`config.mk`:
```
export PLATFORM = sky130hd
export DESIGN_NAME = signed_binary_to_decimal_ascii_unit
export DESIGN_NICKNAME = d
export VERILOG_FILES = /design/src/sbda_pkg.sv /design/src/signed_binary_to_decimal_ascii_unit.sv
export VERILOG_INCLUDE_DIRS = /design/src /design/src/src
export SDC_FILE = /design/constraint.sdc
export NUM_CORES = 1
export LEC_CHECK = 0
export BUFFER_PORTS_ARGS = -buffer_cell sky130_fd_sc_hd__buf_2
export CAP_MARGIN = 25
export CORE_ASPECT_RATIO = 1.5
export CORE_MARGIN = 4
export CORE_UTILIZATION = 43
export CTS_CLUSTER_SIZE = 20
export DETAILED_ROUTE_END_ITERATION = 10
export PLACE_DENSITY = 0.65
export SYNTH_ARGS = -nofsm -noshare
export SYNTH_HDL_FRONTEND = slang
export SYNTH_SLANG_ARGS = --single-unit
```
`constraint.sdc`:
```
create_clock -name i_clk -period 9.3 [get_ports i_clk]
set_input_delay 0.465 -clock i_clk [delete_from_list [all_inputs] [get_ports i_clk]]
set_output_delay 0.465 -clock i_clk [all_outputs]
set_load 0.03 [all_outputs]
```
`src/signed_binary_to_decimal_ascii_unit_macros.svh`:
```
// ----------------------------------------------------------------------------
// Assertion macros for the signed binary to decimal ASCII unit
// Concurrent checks clocked on the rising edge, disabled while in reset.
// ----------------------------------------------------------------------------
`ifndef SIGNED_BINARY_TO_DECIMAL_ASCII_UNIT_MACROS_SVH
`define SIGNED_BINARY_TO_DECIMAL_ASCII_UNIT_MACROS_SVH

// Same-cycle implication.
`define SBDA_ASSERT_IMPL(label, clk, rst_n, ante, cons, msg) \
    label: assert property (@(posedge clk) disable iff (!(rst_n)) (ante) |-> (cons)) \
        else $error(msg);

// Next-cycle implication.
`define SBDA_ASSERT_NEXT(label, clk, rst_n, ante, cons, msg) \
    label: assert property (@(posedge clk) disable iff (!(rst_n)) (ante) |=> (cons)) \
        else $error(msg);

`endif

```
`src/sbda_pkg.sv`:
```
// ----------------------------------------------------------------------------
// sbda_pkg
// Widths, character codes and the BCD correction step for the converter.
// ----------------------------------------------------------------------------
package sbda_pkg;

    localparam int IN_WIDTH    = 64;
    localparam int VALUE_WIDTH = 64;
    // Digits of 2^(VALUE_WIDTH-1): floor((W-1)*log10(2)) + 1
    localparam int NUM_DIGITS  = ((VALUE_WIDTH - 1) * 30103) / 100000 + 1;
    localparam int DIGIT_W     = 4;
    localparam int BCD_W       = NUM_DIGITS * DIGIT_W;
    localparam int BIT_CNT_W   = $clog2(VALUE_WIDTH);
    localparam int DIG_CNT_W   = $clog2(NUM_DIGITS + 1);

    localparam logic [7:0] CHAR_ZERO  = 8'd48;
    localparam logic [7:0] CHAR_MINUS = 8'd45;

    // Add three to every BCD digit of five or more, ahead of a left shift.
    function automatic logic [BCD_W-1:0] dabble(input logic [BCD_W-1:0] bcd);
        logic [BCD_W-1:0]   res;
        logic [DIGIT_W-1:0] d;
        res = bcd;
        for (int i = 0; i < NUM_DIGITS; i++) begin
            d = bcd[i*DIGIT_W +: DIGIT_W];
            if (d >= DIGIT_W'(5)) begin
                res[i*DIGIT_W +: DIGIT_W] = d + DIGIT_W'(3);
            end
        end
        return res;
    endfunction

endpackage

```
`src/signed_binary_to_decimal_ascii_unit.sv`:
```
// Sequence: an accepted request is shifted into the BCD register bit by bit, leading
//   zero digits are skipped, then the '-' (if negative) and the digits are registered.
// Requests: a new one is taken only in idle, which is entered once the last character
//   has been loaded into the output register; a request gives 1 to 20 characters at 64 bits.
// Characters then leave at one per cycle when the consumer keeps ready high.
// Reset: synchronous active-low i_rst_n returns to idle and drops any pending character.
// ----------------------------------------------------------------------------
// signed_binary_to_decimal_ascii_unit
// Converts a signed integer to decimal ASCII text, one character per output
// transfer, with a leading '-' for negatives and the last character flagged.
// ----------------------------------------------------------------------------
`include "signed_binary_to_decimal_ascii_unit_macros.svh"

module signed_binary_to_decimal_ascii_unit (
    input  logic                           i_clk,
    input  logic                           i_rst_n,
    // request channel
    input  logic                           i_in_valid,
    output logic                           o_in_ready,
    input  logic [sbda_pkg::IN_WIDTH-1:0]  i_value,
    // character channel
    output logic                           o_out_valid,
    input  logic                           i_out_ready,
    output logic [7:0]                     o_char_code,
    output logic                           o_last
);
    import sbda_pkg::*;

    // One-hot sequencer:
    //   IDLE  wait for a request
    //   CONV  shift the magnitude into the BCD register, one bit per cycle
    //   SKIP  drop leading zero digits, one per cycle, keep at least one
    //   SIGN  emit '-' for a negative value
    //   EMIT  emit digits, most significant first
    typedef enum logic [4:0] {
        S_IDLE = 5'b00001,
        S_CONV = 5'b00010,
        S_SKIP = 5'b00100,
        S_SIGN = 5'b01000,
        S_EMIT = 5'b10000
    } t_state;

    t_state                 r_state,    n_state;
    logic [VALUE_WIDTH-1:0] r_mag,      n_mag;
    logic [BCD_W-1:0]       r_bcd,      n_bcd;
    logic [BIT_CNT_W-1:0]   r_bit_cnt,  n_bit_cnt;
    logic [DIG_CNT_W-1:0]   r_dig_cnt,  n_dig_cnt;
    logic                   r_neg,      n_neg;
    logic                   r_out_valid, n_out_valid;
    logic [7:0]             r_char,     n_char;
    logic                   r_last,     n_last;

    logic [VALUE_WIDTH-1:0] in_bits;
    logic [DIGIT_W-1:0]     top_digit;
    logic [BCD_W-1:0]       bcd_adj;
    logic                   out_free;
    logic                   in_take;

    assign in_bits   = i_value[VALUE_WIDTH-1:0];
    assign top_digit = r_bcd[BCD_W-1 -: DIGIT_W];
    assign bcd_adj   = dabble(r_bcd);
    // The output register can take a new character when empty or draining.
    assign out_free  = !r_out_valid || i_out_ready;
    assign in_take   = i_in_valid && (r_state == S_IDLE);

    always_comb begin
        n_state     = r_state;
        n_mag       = r_mag;
        n_bcd       = r_bcd;
        n_bit_cnt   = r_bit_cnt;
        n_dig_cnt   = r_dig_cnt;
        n_neg       = r_neg;
        n_out_valid = r_out_valid && !i_out_ready;
        n_char      = r_char;
        n_last      = r_last;

        case (r_state)
            S_IDLE: begin
                if (in_take) begin
                    // Magnitude as unsigned: the most negative value maps to 2^(W-1).
                    n_neg     = in_bits[VALUE_WIDTH-1];
                    n_mag     = in_bits[VALUE_WIDTH-1] ? VALUE_WIDTH'(~in_bits + 1'b1)
                                                       : in_bits;
                    n_bcd     = '0;
                    n_bit_cnt = BIT_CNT_W'(VALUE_WIDTH - 1);
                    n_state   = S_CONV;
                end
            end
            S_CONV: begin
                // Correct digits, then shift in the next magnitude bit.
                n_bcd     = {bcd_adj[BCD_W-2:0], r_mag[VALUE_WIDTH-1]};
                n_mag     = {r_mag[VALUE_WIDTH-2:0], 1'b0};
                n_bit_cnt = r_bit_cnt - 1'b1;
                if (r_bit_cnt == '0) begin
                    n_dig_cnt = DIG_CNT_W'(NUM_DIGITS);
                    n_state   = S_SKIP;
                end
            end
            S_SKIP: begin
                if (top_digit == '0 && r_dig_cnt != DIG_CNT_W'(1)) begin
                    n_bcd     = {r_bcd[BCD_W-DIGIT_W-1:0], {DIGIT_W{1'b0}}};
                    n_dig_cnt = r_dig_cnt - 1'b1;
                end else begin
                    n_state = r_neg ? S_SIGN : S_EMIT;
                end
            end
            S_SIGN: begin
                if (out_free) begin
                    n_out_valid = 1'b1;
                    n_char      = CHAR_MINUS;
                    n_last      = 1'b0;
                    n_state     = S_EMIT;
                end
            end
            S_EMIT: begin
                if (out_free) begin
                    n_out_valid = 1'b1;
                    n_char      = CHAR_ZERO + {{(8-DIGIT_W){1'b0}}, top_digit};
                    n_last      = (r_dig_cnt == DIG_CNT_W'(1));
                    n_bcd       = {r_bcd[BCD_W-DIGIT_W-1:0], {DIGIT_W{1'b0}}};
                    n_dig_cnt   = r_dig_cnt - 1'b1;
                    if (r_dig_cnt == DIG_CNT_W'(1)) begin
                        n_state = S_IDLE;
                    end
                end
            end
            default: begin
                n_state = S_IDLE;
            end
        endcase
    end

    // Control state is reset; payload registers hold whatever they had.
    always_ff @(posedge i_clk) begin
        if (!i_rst_n) begin
            r_state     <= S_IDLE;
            r_out_valid <= 1'b0;
        end else begin
            r_state     <= n_state;
            r_out_valid <= n_out_valid;
        end
    end

    always_ff @(posedge i_clk) begin
        r_mag     <= n_mag;
        r_bcd     <= n_bcd;
        r_bit_cnt <= n_bit_cnt;
        r_dig_cnt <= n_dig_cnt;
        r_neg     <= n_neg;
        r_char    <= n_char;
        r_last    <= n_last;
    end

    assign o_in_ready  = (r_state == S_IDLE);
    assign o_out_valid = r_out_valid;
    assign o_char_code = r_char;
    assign o_last      = r_last;

    // A request starts the bit-serial conversion and blocks further requests.
    `SBDA_ASSERT_NEXT(a_take_starts_conv, i_clk, i_rst_n, in_take, r_state == S_CONV && !o_in_ready, "request accepted but conversion did not start")
    // A minus sign never ends the text.
    `SBDA_ASSERT_IMPL(a_minus_not_last, i_clk, i_rst_n, o_out_valid && o_char_code == CHAR_MINUS, !o_last, "minus sign flagged as last character")
    // Every other character is a decimal digit.
    `SBDA_ASSERT_IMPL(a_digit_range, i_clk, i_rst_n, o_out_valid && o_char_code != CHAR_MINUS, o_char_code >= CHAR_ZERO && o_char_code <= CHAR_ZERO + 8'd9, "character is not a decimal digit")

endmodule

```
-- Yosys cells after proc, flatten, opt, wreduce, memory -nomap -nowiden
Cells that the tools add are included.
- eq/ne operators: 14
- muxes and demuxes: 48
- reduce and logical (&&, ||, !) cells: 19
- add/sub/neg operators: 23
- bitwise gates (word level): 1
- order comparisons: 19
- operators by type and width (cell ; count):
    76-bit case mux with 4 select lines ; 1
    76-bit 2-to-1 mux ; 3
    64-bit 2-to-1 mux ; 2
    64-bit case mux with 2 select lines ; 1
    4-bit by 3-bit >= comparator with 1-bit output (second input constant) ; 19
    4-bit by 2-bit adder with 4-bit output (second input constant) ; 18
    4-bit 2-to-1 mux ; 18
    64-bit by 1-bit adder with 64-bit output (second input constant) ; 1
    64-bit NOT ; 1
    5-bit 2-to-1 mux ; 10
    5-bit case mux with 5 select lines ; 1
    8-bit 2-to-1 mux ; 2
    8-bit case mux with 2 select lines ; 1
    5-bit case mux with 3 select lines ; 1
    2-bit != test (second input constant) ; 6
    6-bit case mux with 2 select lines ; 1
    5-bit by 1-bit equality test with 1-bit output (second input constant) ; 2
    4-bit AND reduction ; 2
    6-bit by 4-bit adder with 7-bit output (first input constant) ; 1
    6-bit zero test ; 1
    6-bit 2-to-1 mux ; 1
    6-bit AND reduction ; 1
    6-bit by 1-bit subtractor with 6-bit output (second input constant) ; 1
    5-bit by 2-bit equality test with 1-bit output (second input constant) ; 1
    other kinds (20) ; 28
- word-level logic and storage cells: 133
- input bits: 68
- bits in registers: 167
- output and inout bits: 11

-- Logic depth before layout (Yosys ltp)
Gate-level depths: netlist of the first run.
- word-level depth: 5
- gate-level depth with buffers: 10
- gate-level depth less buffers: 8

-- Least setup slack after synthesis of the first run
No wires, ideal clock.
- kind: reg-to-reg
- start point: register r_state[2]
- end point: register r_bcd[0] (enable)
- library setup time: 623 ps
- cell stages (with the launch flop): 5
- required time: 8677 ps
- arrival time: 7416 ps
- path buffers: 0
- period minus slack after synthesis: 8040 ps
- setup slack: 1260 ps
- cell sequence: dfxtp_1 -> or3_1 -> nor3b_1 -> nor2_1 -> a211oi_1
- word-level cells in the longest chain between the ends: 4
- elaborated cells between the ends (all ways): 10
- classes of those cells: 7 x eq/ne; 3 x reduce/logical
- RTL lines (what ; line ; source):
    from (decl) ; signed_binary_to_decimal_ascii_unit.sv:43 ; t_state r_state, n_state;
    from (signal assigned) ; signed_binary_to_decimal_ascii_unit.sv:139 ; r_state <= n_state;
    5-bit by 1-bit equality test with 1-bit output * ; -- ;
    named net o_in_ready ; signed_binary_to_decimal_ascii_unit.sv:19 ; output logic o_in_ready,
    1-bit logical AND ; signed_binary_to_decimal_ascii_unit.sv:64 ; assign in_take = i_in_valid && (r_state == S_IDLE);
    2-bit by 1-bit != test with 1-bit output (no source line) ; -- ;
    4-bit AND reduction (no source line) * ; -- ;
    to (signal assigned) ; signed_binary_to_decimal_ascii_unit.sv:146 ; r_bcd <= n_bcd;
    to (decl) ; signed_binary_to_decimal_ascii_unit.sv:45 ; logic [BCD_W-1:0] r_bcd, n_bcd;
The timed path passes the listed nets; every way through them passes the cells marked *.
A chain may end at the register's enable or synchronous reset.

-- Final worst setup path of the first run
- start point: register r_state[2]
- end point: register r_mag[53] (enable)
- word-level cells in the longest chain between the ends: 4
- elaborated cells between the ends (all ways): 6
- classes of those cells: 3 x eq/ne; 3 x reduce/logical
- RTL lines (what ; line ; source):
    5-bit by 1-bit equality test with 1-bit output ; signed_binary_to_decimal_ascii_unit.sv:64, signed_binary_to_decimal_ascii_unit.sv:77 ;
    1-bit logical AND ; signed_binary_to_decimal_ascii_unit.sv:64 ;
    2-bit by 1-bit != test with 1-bit output (no source line) ; -- ;
    2-bit AND reduction (no source line) * ; -- ;
    to (signal assigned) ; signed_binary_to_decimal_ascii_unit.sv:145 ; r_mag <= n_mag;
    to (decl) ; signed_binary_to_decimal_ascii_unit.sv:44 ; logic [VALUE_WIDTH-1:0] r_mag, n_mag;
Mark *: on every way between the ends. The rest lies on a longest branch, timed or not.

==> results.py, run 1 <==
metrics = {
    "outcome": {
        "status": "finished clean",
    },
    "timing": {
        "hold_violations": 0,
        "setup_viol": 0,
        "period_minus_slack_ps": 3115,
        "fin_tns_setup_ps": 0,
        "slew_viol_final": 0,
        "worst_pin_slew_ps": 1005,
        "min_period_over_period": 0.3350,
        "skew_ps": 8.764,
        "rsz0062_at_grt": "no",
        "relSlewSlack": 0.3300,
        "max_clock_freq_ghz": 0.3210,
    },
    "clocking": {
        "clkTransAtPathRegs_ps": 60,
        "cts_buffers": 17,
        "htreeDepth": 4,
        "cts_tree": "done",
        "clk_latency_ps": 420,
        "clock-root-buffer": "clkbuf_16",
        "clk_path_buf_depth": 2,
        "cts-resized-gates": 0,
        "postCtsSetupRepairBufs": 0,
        "cts_hold_buf": 0,
        "cts_sinks": 164,
    },
    "logic_synthesis": {
        "ys_seq_elements": 164,
        "ys_types": 61,
        "async_reset_ff_frac": 0,
        "synth-edff-count": 158,
        "seq_area_frac_synth": 0.4794,
        "yosysWarnings": 0,
        "synthesis.area_sq_um": 10150,
        "synth.avg_cell_area_sq_um": 9.900,
        "synthCells": 1025,
        "synth_flop_cell": "edfxtp_1",
    },
    "worst_hold_path": {
        "hp-start": "i_rst_n",
        "holdCritPathClass": "input pin to flip-flop",
        "hold_depth": 2,
    },
    "pwr": {
        "power.density_nw_per_um2": 276.1,
        "leakage_nw": 4.061,
        "ir_drop_v": 0.0001489,
    },
    "routing": {
        "vias_per_cell": 5.391,
        "drt-initial-drc-count": 423,
        "wl_per_cell_microns": 14.94,
        "firstDrtPassIters": 4,
        "drc_errors": 0,
        "vias": 7591,
        "ant_nets": 0,
        "finalWirelength_mm": 21.03,
    },
    "layout": {
        "areaGrowthSynthToFinish_pct": 12.66,
        "layout_commonest_cell": "edfxtp_1",
        "final_nets": 1192,
        "stdcell_area_sq_um": 11430,
        "final_cell_mix": "edfxtp_1 (158), o21ai_0 (125), nand2_1 (121), a21oi_1 (81), buf_2 (75)",
        "num-fill-cells": 2182,
        "drive_gt1_frac": 0.1253,
        "antenna_cells": 0,
    },
    "placed_design": {
        "dpl_cell_area_sq_um": 10790,
        "post-dp-hpwl_mm": 14.41,
        "gp_congestion": 0.8322,
        "portBuffers": 75,
    },
    "floorplan": {
        "die_h_microns": 196.1,
        "coreArea_sq_um": 23140,
        "die_area_sq_um": 26170,
        "start_util": 0.4385,
        "io_pins": 79,
        "num_rows": 68,
        "die_w_microns": 133.4,
    },
    "global_route": {
        "grt_overflow": 0,
        "grt_max_degree": 108,
        "grtUsageMet1": 0.1824,
        "met3_usage": 0.02925,
        "antenna_found_initial": 0,
        "grt_pass1_vias": 7621,
        "met2_usage": 0.3061,
        "busiest_layer": "met2",
        "grt_pass1_wl_mm": 35.13,
        "track_usage": 0.1601,
    },
    "worst_setup_path": {
        "end_kind": "flip-flop",
        "path_delay_family": "buffers and inverters",
        "worstPathBufferInverterCount": 2,
        "critPathArrivalTime_ps": 3160,
        "setup.worst_path.start_class": "flip-flop",
        "cpMostUsedCell": "buf_4",
        "critical_path_required_ps": 9340,
        "crit_type": "flip-flop to flip-flop",
        "cp_max_fo": 107,
        "cp-startpoint": "r_state[2]$_SDFFE_PN0P_",
        "max_stage_delay_ps": 730,
        "cp_slowest_cell": "buf_4",
        "rr_startpoint": "r_state[2]$_SDFFE_PN0P_",
        "rr_worst_depth": 5,
        "crit_chain": "or3_1 > nor3b_4 > buf_4 > or2_2 > buf_4",
        "crit_cells": 5,
    },
    "job": {
        "maxCapViolations": 0,
    },
}
[cells in the mapped netlist, drive strengths merged, types with 9 or more instances]
cell      n  share of area
a21oi    81          0.040
buf      17         0.0090
clkbuf   30          0.011
edfxtp  158           0.47
ha       44          0.054
inv      50          0.018
nand2   122          0.046
nand2b   24          0.015
nor2     65          0.024
nor2b    13         0.0080
nor3b    29          0.022
nor4     13          0.013
o21ai   126          0.062
o22ai    20          0.012
o31ai    30          0.025
o41ai     9          0.011
xnor2    30          0.026
xor2     60          0.052
[routing by layer]
metal	routed length (microns)	part of all wire
met1	8844	0.42
met5	0	0
met2	11360	0.54
met4	210	0.010
met3	618	0.029
[metrics by stage]
| step | power (W) | std cells | util | hold slack [ps] | setup WS [ps] |
|---|---|---|---|---|---|
| after floorplan | 0.002164 | 1026 | - | 496.3 | 1260 |
| after global placement | 0.002379 | 1376 | 0.4664 | 500.6 | 6198 |
| after detailed placement | 0.002416 | 1376 | 0.4664 | 506.5 | 6175 |
| after CTS | 0.003189 | 1408 | 0.4940 | 305.7 | 6162 |
| after global routing | 0.003388 | 1408 | 0.4940 | 324.0 | 5959 |
| final | 0.003156 | 1408 | 0.4940 | 324.0 | 6185 |
[path summary, 6_finish.rpt]
check	slack, ps	to
worst max-delay path	6180	r_mag[53]$_DFFE_PP_
worst min-delay path	320	r_state[0]$_SDFFE_PN1P_
worst max register to register	6180	r_mag[53]$_DFFE_PP_
worst min register to register	520	r_bcd[0]$_DFFE_PP_
[kinds of logic after synthesis]
family / Yosys count / share of synthesized area
simple gates: 326 / 0.1689
flops: 164 / 0.4794
mux: 3 / 0.002959
fa+ha+maj: 44 / 0.05425
buf+inv: 97 / 0.03859
compound gates: 299 / 0.1774
xor+xnor: 90 / 0.07768
other cells: 2 / 0.0007401
[final cells by class]
type / count / area, sq um / share of cell area
Clock buffer: 19 / 432.9 / 0.03787
Timing Repair Buffer: 82 / 427.9 / 0.03743
Multi-Input combinational cell: 765 / 4918 / 0.4302
Clock inverter: 13 / 206.4 / 0.01806
Tap cell: 315 / 394.1 / 0.03448
Inverter: 50 / 187.7 / 0.01642
Sequential cell: 164 / 4865 / 0.4255
[state kept, by name, indices dropped and copies added, names as in the netlist]
signal,count
r_bcd,76
r_mag,64
r_bit_cnt,6
o_char_code,5
r_dig_cnt,5
r_state,5
o_last,1
o_out_valid,1
r_neg,1
[where the power goes]
part | internal (W) | leakage [nW] | switching, W
combinational | 0.000392 | 2.19 | 0.000627
sequential | 0.00117 | 1.56 | 0.000205
clock | 0.000477 | 0.309 | 0.000282
total | 0.00204 | 4.06 | 0.00111
Power figures use the tool's default switching activity.
==> run 2: changes to the inputs <==
Clock period 9.3 ns to 3 ns, I/O delays scaled along.
==> results.py, run 2 (synthesis gave the netlist of run 1 again) <==
metrics = {
    "outcome": {
        "status": "finished clean",
    },
    "worst_setup_path": {
        "cp_max_fo": 24,
        "setup.worst_path.start_class": "flip-flop",
        "critical_path_required_ps": 3130,
        "end_kind": "flip-flop",
        "crit_chain": "inv_1 > ha_1 > nor3b_1 > nor2b_1 > o22ai_1 > a211oi_4 > buf_12",
        "rr_worst_depth": 7,
        "r2r-end": "r_bcd[11]$_DFFE_PP_",
        "crit_type": "flip-flop to flip-flop",
        "rr_startpoint": "r_bcd[72]$_DFFE_PP_",
        "critPathArrivalTime_ps": 2550,
        "rrSetupSlack_ps": 580,
        "cp_slowest_cell": "a211oi_4",
        "max_stage_delay_ps": 530,
    },
    "floorplan": {
        "die_area_sq_um": 26170,
        "io_pins": 79,
        "die_w_microns": 133.4,
        "die_h_microns": 196.1,
        "num_rows": 68,
        "coreArea_sq_um": 23140,
        "start_util": 0.4385,
    },
    "layout": {
        "final_cell_mix": "edfxtp_1 (158), o21ai_0 (125), nand2_1 (121), a21oi_1 (81), buf_2 (75)",
        "final_cells": 1423,
        "largest_reg_flops": 76,
        "areaGrowthSynthToFinish_pct": 14.02,
        "layout_commonest_cell": "edfxtp_1",
        "largest-register": "r_bcd",
        "final_nets": 1206,
        "stdcell_area_sq_um": 11570,
        "num-fill-cells": 2222,
        "largest_registers": "r_bcd: 76 flops, r_mag: 64 flops, r_bit_cnt: 6 flops",
        "drive_gt1_frac": 0.1364,
    },
    "clocking": {
        "cts-resized-gates": 0,
        "htreeDepth": 4,
        "cts_buffers": 17,
        "clk_path_buf_depth": 2,
        "cts_sinks": 164,
        "clk_latency_ps": 430,
        "clock-root-buffer": "clkbuf_16",
        "cts_tree": "done",
        "clkTransAtPathRegs_ps": 60,
    },
    "placed_design": {
        "portBuffers": 75,
        "post-dp-hpwl_mm": 15.38,
        "dp.cells": 1389,
        "gp_congestion": 0.8447,
        "dpl_cell_area_sq_um": 11000,
    },
    "pwr": {
        "leakage_nw": 4.111,
        "p_seq_frac": 0.436,
        "p_switching_w": 0.003528,
        "ir_drop_v": 0.0003958,
        "power.density_nw_per_um2": 843.9,
        "p_comb_frac": 0.349,
        "pwr-share-clk": 0.215,
        "switching_share": 0.3614,
        "p_int_w": 0.006235,
    },
    "worst_hold_path": {
        "hp-start": "i_value[0]",
        "hold_depth": 3,
        "holdCritPathClass": "input pin to flip-flop",
        "hold_end": "r_mag[0]$_SDFFCE_PP0P_",
    },
    "timing": {
        "slew_viol_final": 0,
        "setup_viol": 0,
        "worst_pin_slew_ps": 713.1,
        "hold_violations": 0,
        "holdWs_ps": 70.83,
        "relSlewSlack": 0.5246,
        "rsz0062_at_grt": "no",
        "period_minus_slack_ps": 2420,
        "min_period_over_period": 0.8067,
        "max_clock_freq_ghz": 0.4132,
        "skew_ps": 10.12,
    },
    "routing": {
        "wl_per_cell_microns": 15.27,
        "drc_errors": 0,
        "drt-initial-drc-count": 445,
        "firstDrtPassIters": 5,
        "finalWirelength_mm": 21.72,
        "ant_nets": 0,
        "vias": 7687,
        "vias_per_cell": 5.402,
    },
    "global_route": {
        "grt_max_degree": 88,
        "antenna_found_initial": 1,
        "grt_pass1_wl_mm": 35.85,
        "grt_pass1_vias": 7586,
        "grt_overflow": 0,
        "track_usage": 0.1657,
    },
    "job": {
        "maxCapViolations": 0,
    },
}
[run 2: worst max path at each step]
stage / slack (ps) / endpoint / cells past startpoint / startpoint
finish: 580 / r_bcd[11]$_DFFE_PP_ / 7 / r_bcd[72]$_DFFE_PP_
floorplan: -800 / r_bcd[0]$_DFFE_PP_ / 5 / r_state[3]$_SDFFE_PN0P_
global route: 430 / r_state[2]$_SDFFE_PN0P_ / 7 / r_dig_cnt[1]$_SDFFCE_PP1P_
global placement: 500 / r_mag[40]$_DFFE_PP_ / 7 / i_value[22]
CTS: 590 / r_bcd[4]$_DFFE_PP_ / 7 / r_bcd[72]$_DFFE_PP_
detailed placement: 440 / r_mag[40]$_DFFE_PP_ / 7 / i_value[22]
[run 2: layout make-up]
class / instances / area, sq um / share of cell area
Sequential cell: 164 / 4867 / 0.4207
Tap cell: 315 / 394.1 / 0.03407
Multi-Input combinational cell: 765 / 4942 / 0.4272
Inverter: 50 / 187.7 / 0.01622
Antenna cell: 1 / 2.502 / 0.0002163
Clock buffer: 22 / 444.2 / 0.03839
Timing Repair Buffer: 96 / 623.1 / 0.05386
Clock inverter: 10 / 108.9 / 0.009408
[run 2: power by group through the flow]
stage / clock, W / combinational (W) / sequential (W)
6_report: 0.00210 / 0.00341 / 0.00425
5_1_grt: 0.00224 / 0.00387 / 0.00436
4_1_cts: 0.00214 / 0.00345 / 0.00425
3_5_place_dp: 0 / 0.00342 / 0.00428
3_3_place_gp: 0 / 0.00332 / 0.00427
2_1_floorplan: 0 / 0.00254 / 0.00414
[run 2: worst max-delay path, delay by kind of cell (launching register included)]
family / cells / cell delay [ps]
AOI/OAI and AO/OA: 2 / 670
adders and majority gates: 1 / 160
buffers and inverters: 2 / 410
DFF: 1 / 380
and+or+nand+nor: 2 / 480
[run 2: routing by layer]
metal	GRT usage	wire length, microns
met3	0.03515	840
met4	0.05642	330
met5	0	0
met1	0.1834	8997
met2	0.3118	11560
[run 2: timing repair]
item                                   in CTS  in global routing
buffers inserted                            0                  0
hold buffers                                1                  0
endpoints found under the hold margin       4                  0
[run 2: stage by stage]
step | setup TNS, ps | worst slack, ps | util | total power, W
after floorplan | -61080 | -803.6 | - | 0.006682
after global placement | 0 | 504.4 | 0.4755 | 0.007587
after detailed placement | 0 | 435.2 | 0.4755 | 0.007706
after CTS | 0 | 589.2 | 0.4998 | 0.009835
after global routing | 0 | 429.2 | 0.4999 | 0.01046
final | 0 | 579.8 | 0.4999 | 0.009764
==> run 3: changes to the inputs <==
Clock period 3 ns to 2.3 ns, I/O delays scaled along.
==> results.py, run 3 (synthesis gave the netlist of run 1 again) <==
metrics = {
    "worst_setup_path": {
        "max_stage_delay_ps": 440,
        "cp_max_fo": 21,
        "setup.worst_path.start_class": "flip-flop",
        "crit_chain": "ha_1 > nor4b_1 > buf_4 > nor2b_1 > o22ai_1 > a211oi_4 > buf_12 > buf_12",
        "r2r-end": "r_bcd[7]$_DFFE_PP_",
        "rrSetupSlack_ps": 130,
        "critical_path_required_ps": 2430,
        "end_kind": "flip-flop",
        "cp_slowest_cell": "edfxtp_1",
        "critPathArrivalTime_ps": 2300,
        "crit_type": "flip-flop to flip-flop",
        "rr_worst_depth": 8,
        "cpMostUsedCell": "buf_12",
        "rr_startpoint": "r_dig_cnt[0]$_SDFFCE_PP1P_",
    },
    "placed_design": {
        "dpl_cell_area_sq_um": 11240,
        "gp_congestion": 0.8380,
        "dp.cells": 1413,
        "portBuffers": 75,
        "post-dp-hpwl_mm": 15.75,
    },
    "pwr": {
        "p_seq_frac": 0.428,
        "switching_share": 0.3648,
        "leakage_nw": 4.278,
        "power.density_nw_per_um2": 1095,
        "ir_drop_v": 0.0005507,
        "p_switching_w": 0.004741,
        "pwr-share-clk": 0.222,
        "p_int_w": 0.008256,
        "p_comb_frac": 0.350,
    },
    "routing": {
        "drt-initial-drc-count": 421,
        "vias": 7817,
        "ant_nets": 0,
        "wl_per_cell_microns": 15.33,
        "vias_per_cell": 5.402,
        "drc_errors": 0,
        "finalWirelength_mm": 22.18,
        "firstDrtPassIters": 4,
    },
    "global_route": {
        "track_usage": 0.1709,
        "grt_pass1_vias": 7884,
        "grt_pass1_wl_mm": 37.24,
        "antenna_found_initial": 0,
        "grt_overflow": 0,
        "grt_max_degree": 107,
    },
    "layout": {
        "stdcell_area_sq_um": 11870,
        "final_cells": 1447,
        "largest_reg_flops": 76,
        "largest-register": "r_bcd",
        "num-fill-cells": 2181,
        "antenna_cells": 0,
        "largest_registers": "r_bcd: 76 flops, r_mag: 64 flops, r_bit_cnt: 6 flops",
        "layout_commonest_cell": "edfxtp_1",
        "areaGrowthSynthToFinish_pct": 16.95,
        "final_cell_mix": "edfxtp_1 (158), o21ai_0 (125), nand2_1 (121), a21oi_1 (81), buf_2 (75)",
        "drive_gt1_frac": 0.1634,
        "final_nets": 1231,
    },
    "timing": {
        "worst_pin_slew_ps": 596.9,
        "relSlewSlack": 0.6021,
        "slew_viol_final": 0,
        "fin_tns_setup_ps": 0,
        "min_period_over_period": 0.9427,
        "setup_viol": 0,
        "skew_ps": 11.48,
        "max_clock_freq_ghz": 0.4612,
        "hold_violations": 0,
        "rsz0062_at_grt": "no",
        "period_minus_slack_ps": 2168,
    },
    "worst_hold_path": {
        "hold_end": "r_mag[0]$_SDFFCE_PP0P_",
        "hold_depth": 3,
        "holdCritPathClass": "input pin to flip-flop",
        "hp-start": "i_value[0]",
    },
    "clocking": {
        "htreeDepth": 4,
        "clock-root-buffer": "clkbuf_16",
        "cts_buffers": 17,
        "postCtsSetupRepairBufs": 0,
        "cts_sinks": 164,
        "clkTransAtPathRegs_ps": 70,
        "clk_path_buf_depth": 2,
        "cts_tree": "done",
        "clk_latency_ps": 430,
    },
    "floorplan": {
        "num_rows": 68,
        "die_h_microns": 196.1,
        "start_util": 0.4385,
        "coreArea_sq_um": 23140,
        "die_w_microns": 133.4,
        "die_area_sq_um": 26170,
        "io_pins": 79,
    },
    "job": {
        "maxCapViolations": 0,
    },
    "outcome": {
        "status": "finished clean",
    },
}
-- run 3: changes by cell type in the layout (fill, tap and decap cells not counted), sizes merged --
| cell | previous run | this run |
|---|---|---|
| diode | 1 | 0 |
| clkinvlp | 3 | 2 |
| clkbuf | 22 | 17 |
| or3b | 1 | 2 |
| clkinv | 5 | 3 |
| buf | 95 | 119 |
| inv | 50 | 58 |
-- run 3: how the worst max path moves through the flow --
| stage | slack [ps] | to | start |
|---|---|---|---|
| CTS | 70 | r_bcd[64]$_DFFE_PP_ | r_state[3]$_SDFFE_PN0P_ |
| floorplan | -1500 | r_bcd[0]$_DFFE_PP_ | r_state[3]$_SDFFE_PN0P_ |
| global route | 40 | r_bcd[64]$_DFFE_PP_ | r_state[3]$_SDFFE_PN0P_ |
| global placement | 20 | r_mag[25]$_DFFE_PP_ | i_value[4] |
| finish | 130 | r_bcd[7]$_DFFE_PP_ | r_dig_cnt[0]$_SDFFCE_PP1P_ |
| detailed placement | -10 | r_mag[27]$_DFFE_PP_ | i_value[4] |
-- run 3: power by group through the flow --
stage	clock network (W)	registers [W]	logic [W]
6_report	0.00288	0.00556	0.00455
3_5_place_dp	0	0.00560	0.00457
3_3_place_gp	0	0.00556	0.00444
5_1_grt	0.00306	0.00573	0.00521
4_1_cts	0.00295	0.00555	0.00459
2_1_floorplan	0	0.00541	0.00331
-- run 3: cell type report --
cell class	count	area, sq um	share of cell area
clock inverters	15	166.4	0.01402
clock buffers	17	425.4	0.03585
inverters	50	187.7	0.01581
well taps	315	394.1	0.03321
repair buffers	120	853.3	0.07190
multi-input cells	766	4974	0.4191
flip-flops and latches	164	4867	0.4101
-- run 3: repair_timing --
| item | CTS | global route |
|---|---|---|
| hold endpoints to repair | 6 | 0 |
| hold buffers | 1 | 0 |
| gates resized for setup | 0 | 2 |
| setup endpoints to repair | 0 | 71 |
-- run 3: routing by layer --
metal  global-route usage  share of wire  routed length [microns]
met1               0.1912           0.41                     9039
met3              0.02899          0.029                      649
met2               0.3222           0.55                    12130
met4              0.06329          0.016                      365
met5                    0              0                        0
-- run 3: worst max-delay path: cells and delay by family (launching register included) --
family                   cells  cell delay [ps]
buffers and inverters        3              520
flip-flops                   1              440
AO/OA/AOI/OAI                2              420
adder cells (fa/ha/maj)      1              220
AND/OR/NAND/NOR              2              260
-- run 3: per-stage QoR --
step | hold WS (ps) | power (W) | setup slack (ps) | utilization
finish | 53.57 | 0.01300 | 131.8 | 0.5128
CTS | 51.32 | 0.01309 | 67.30 | 0.5117
detailed placement | 367.1 | 0.01017 | -11.07 | 0.4857
global route | 93.45 | 0.01400 | 37.75 | 0.5128
floorplan | 202.0 | 0.008717 | -1504 | -
global placement | 363.9 | 0.01001 | 15.70 | 0.4857
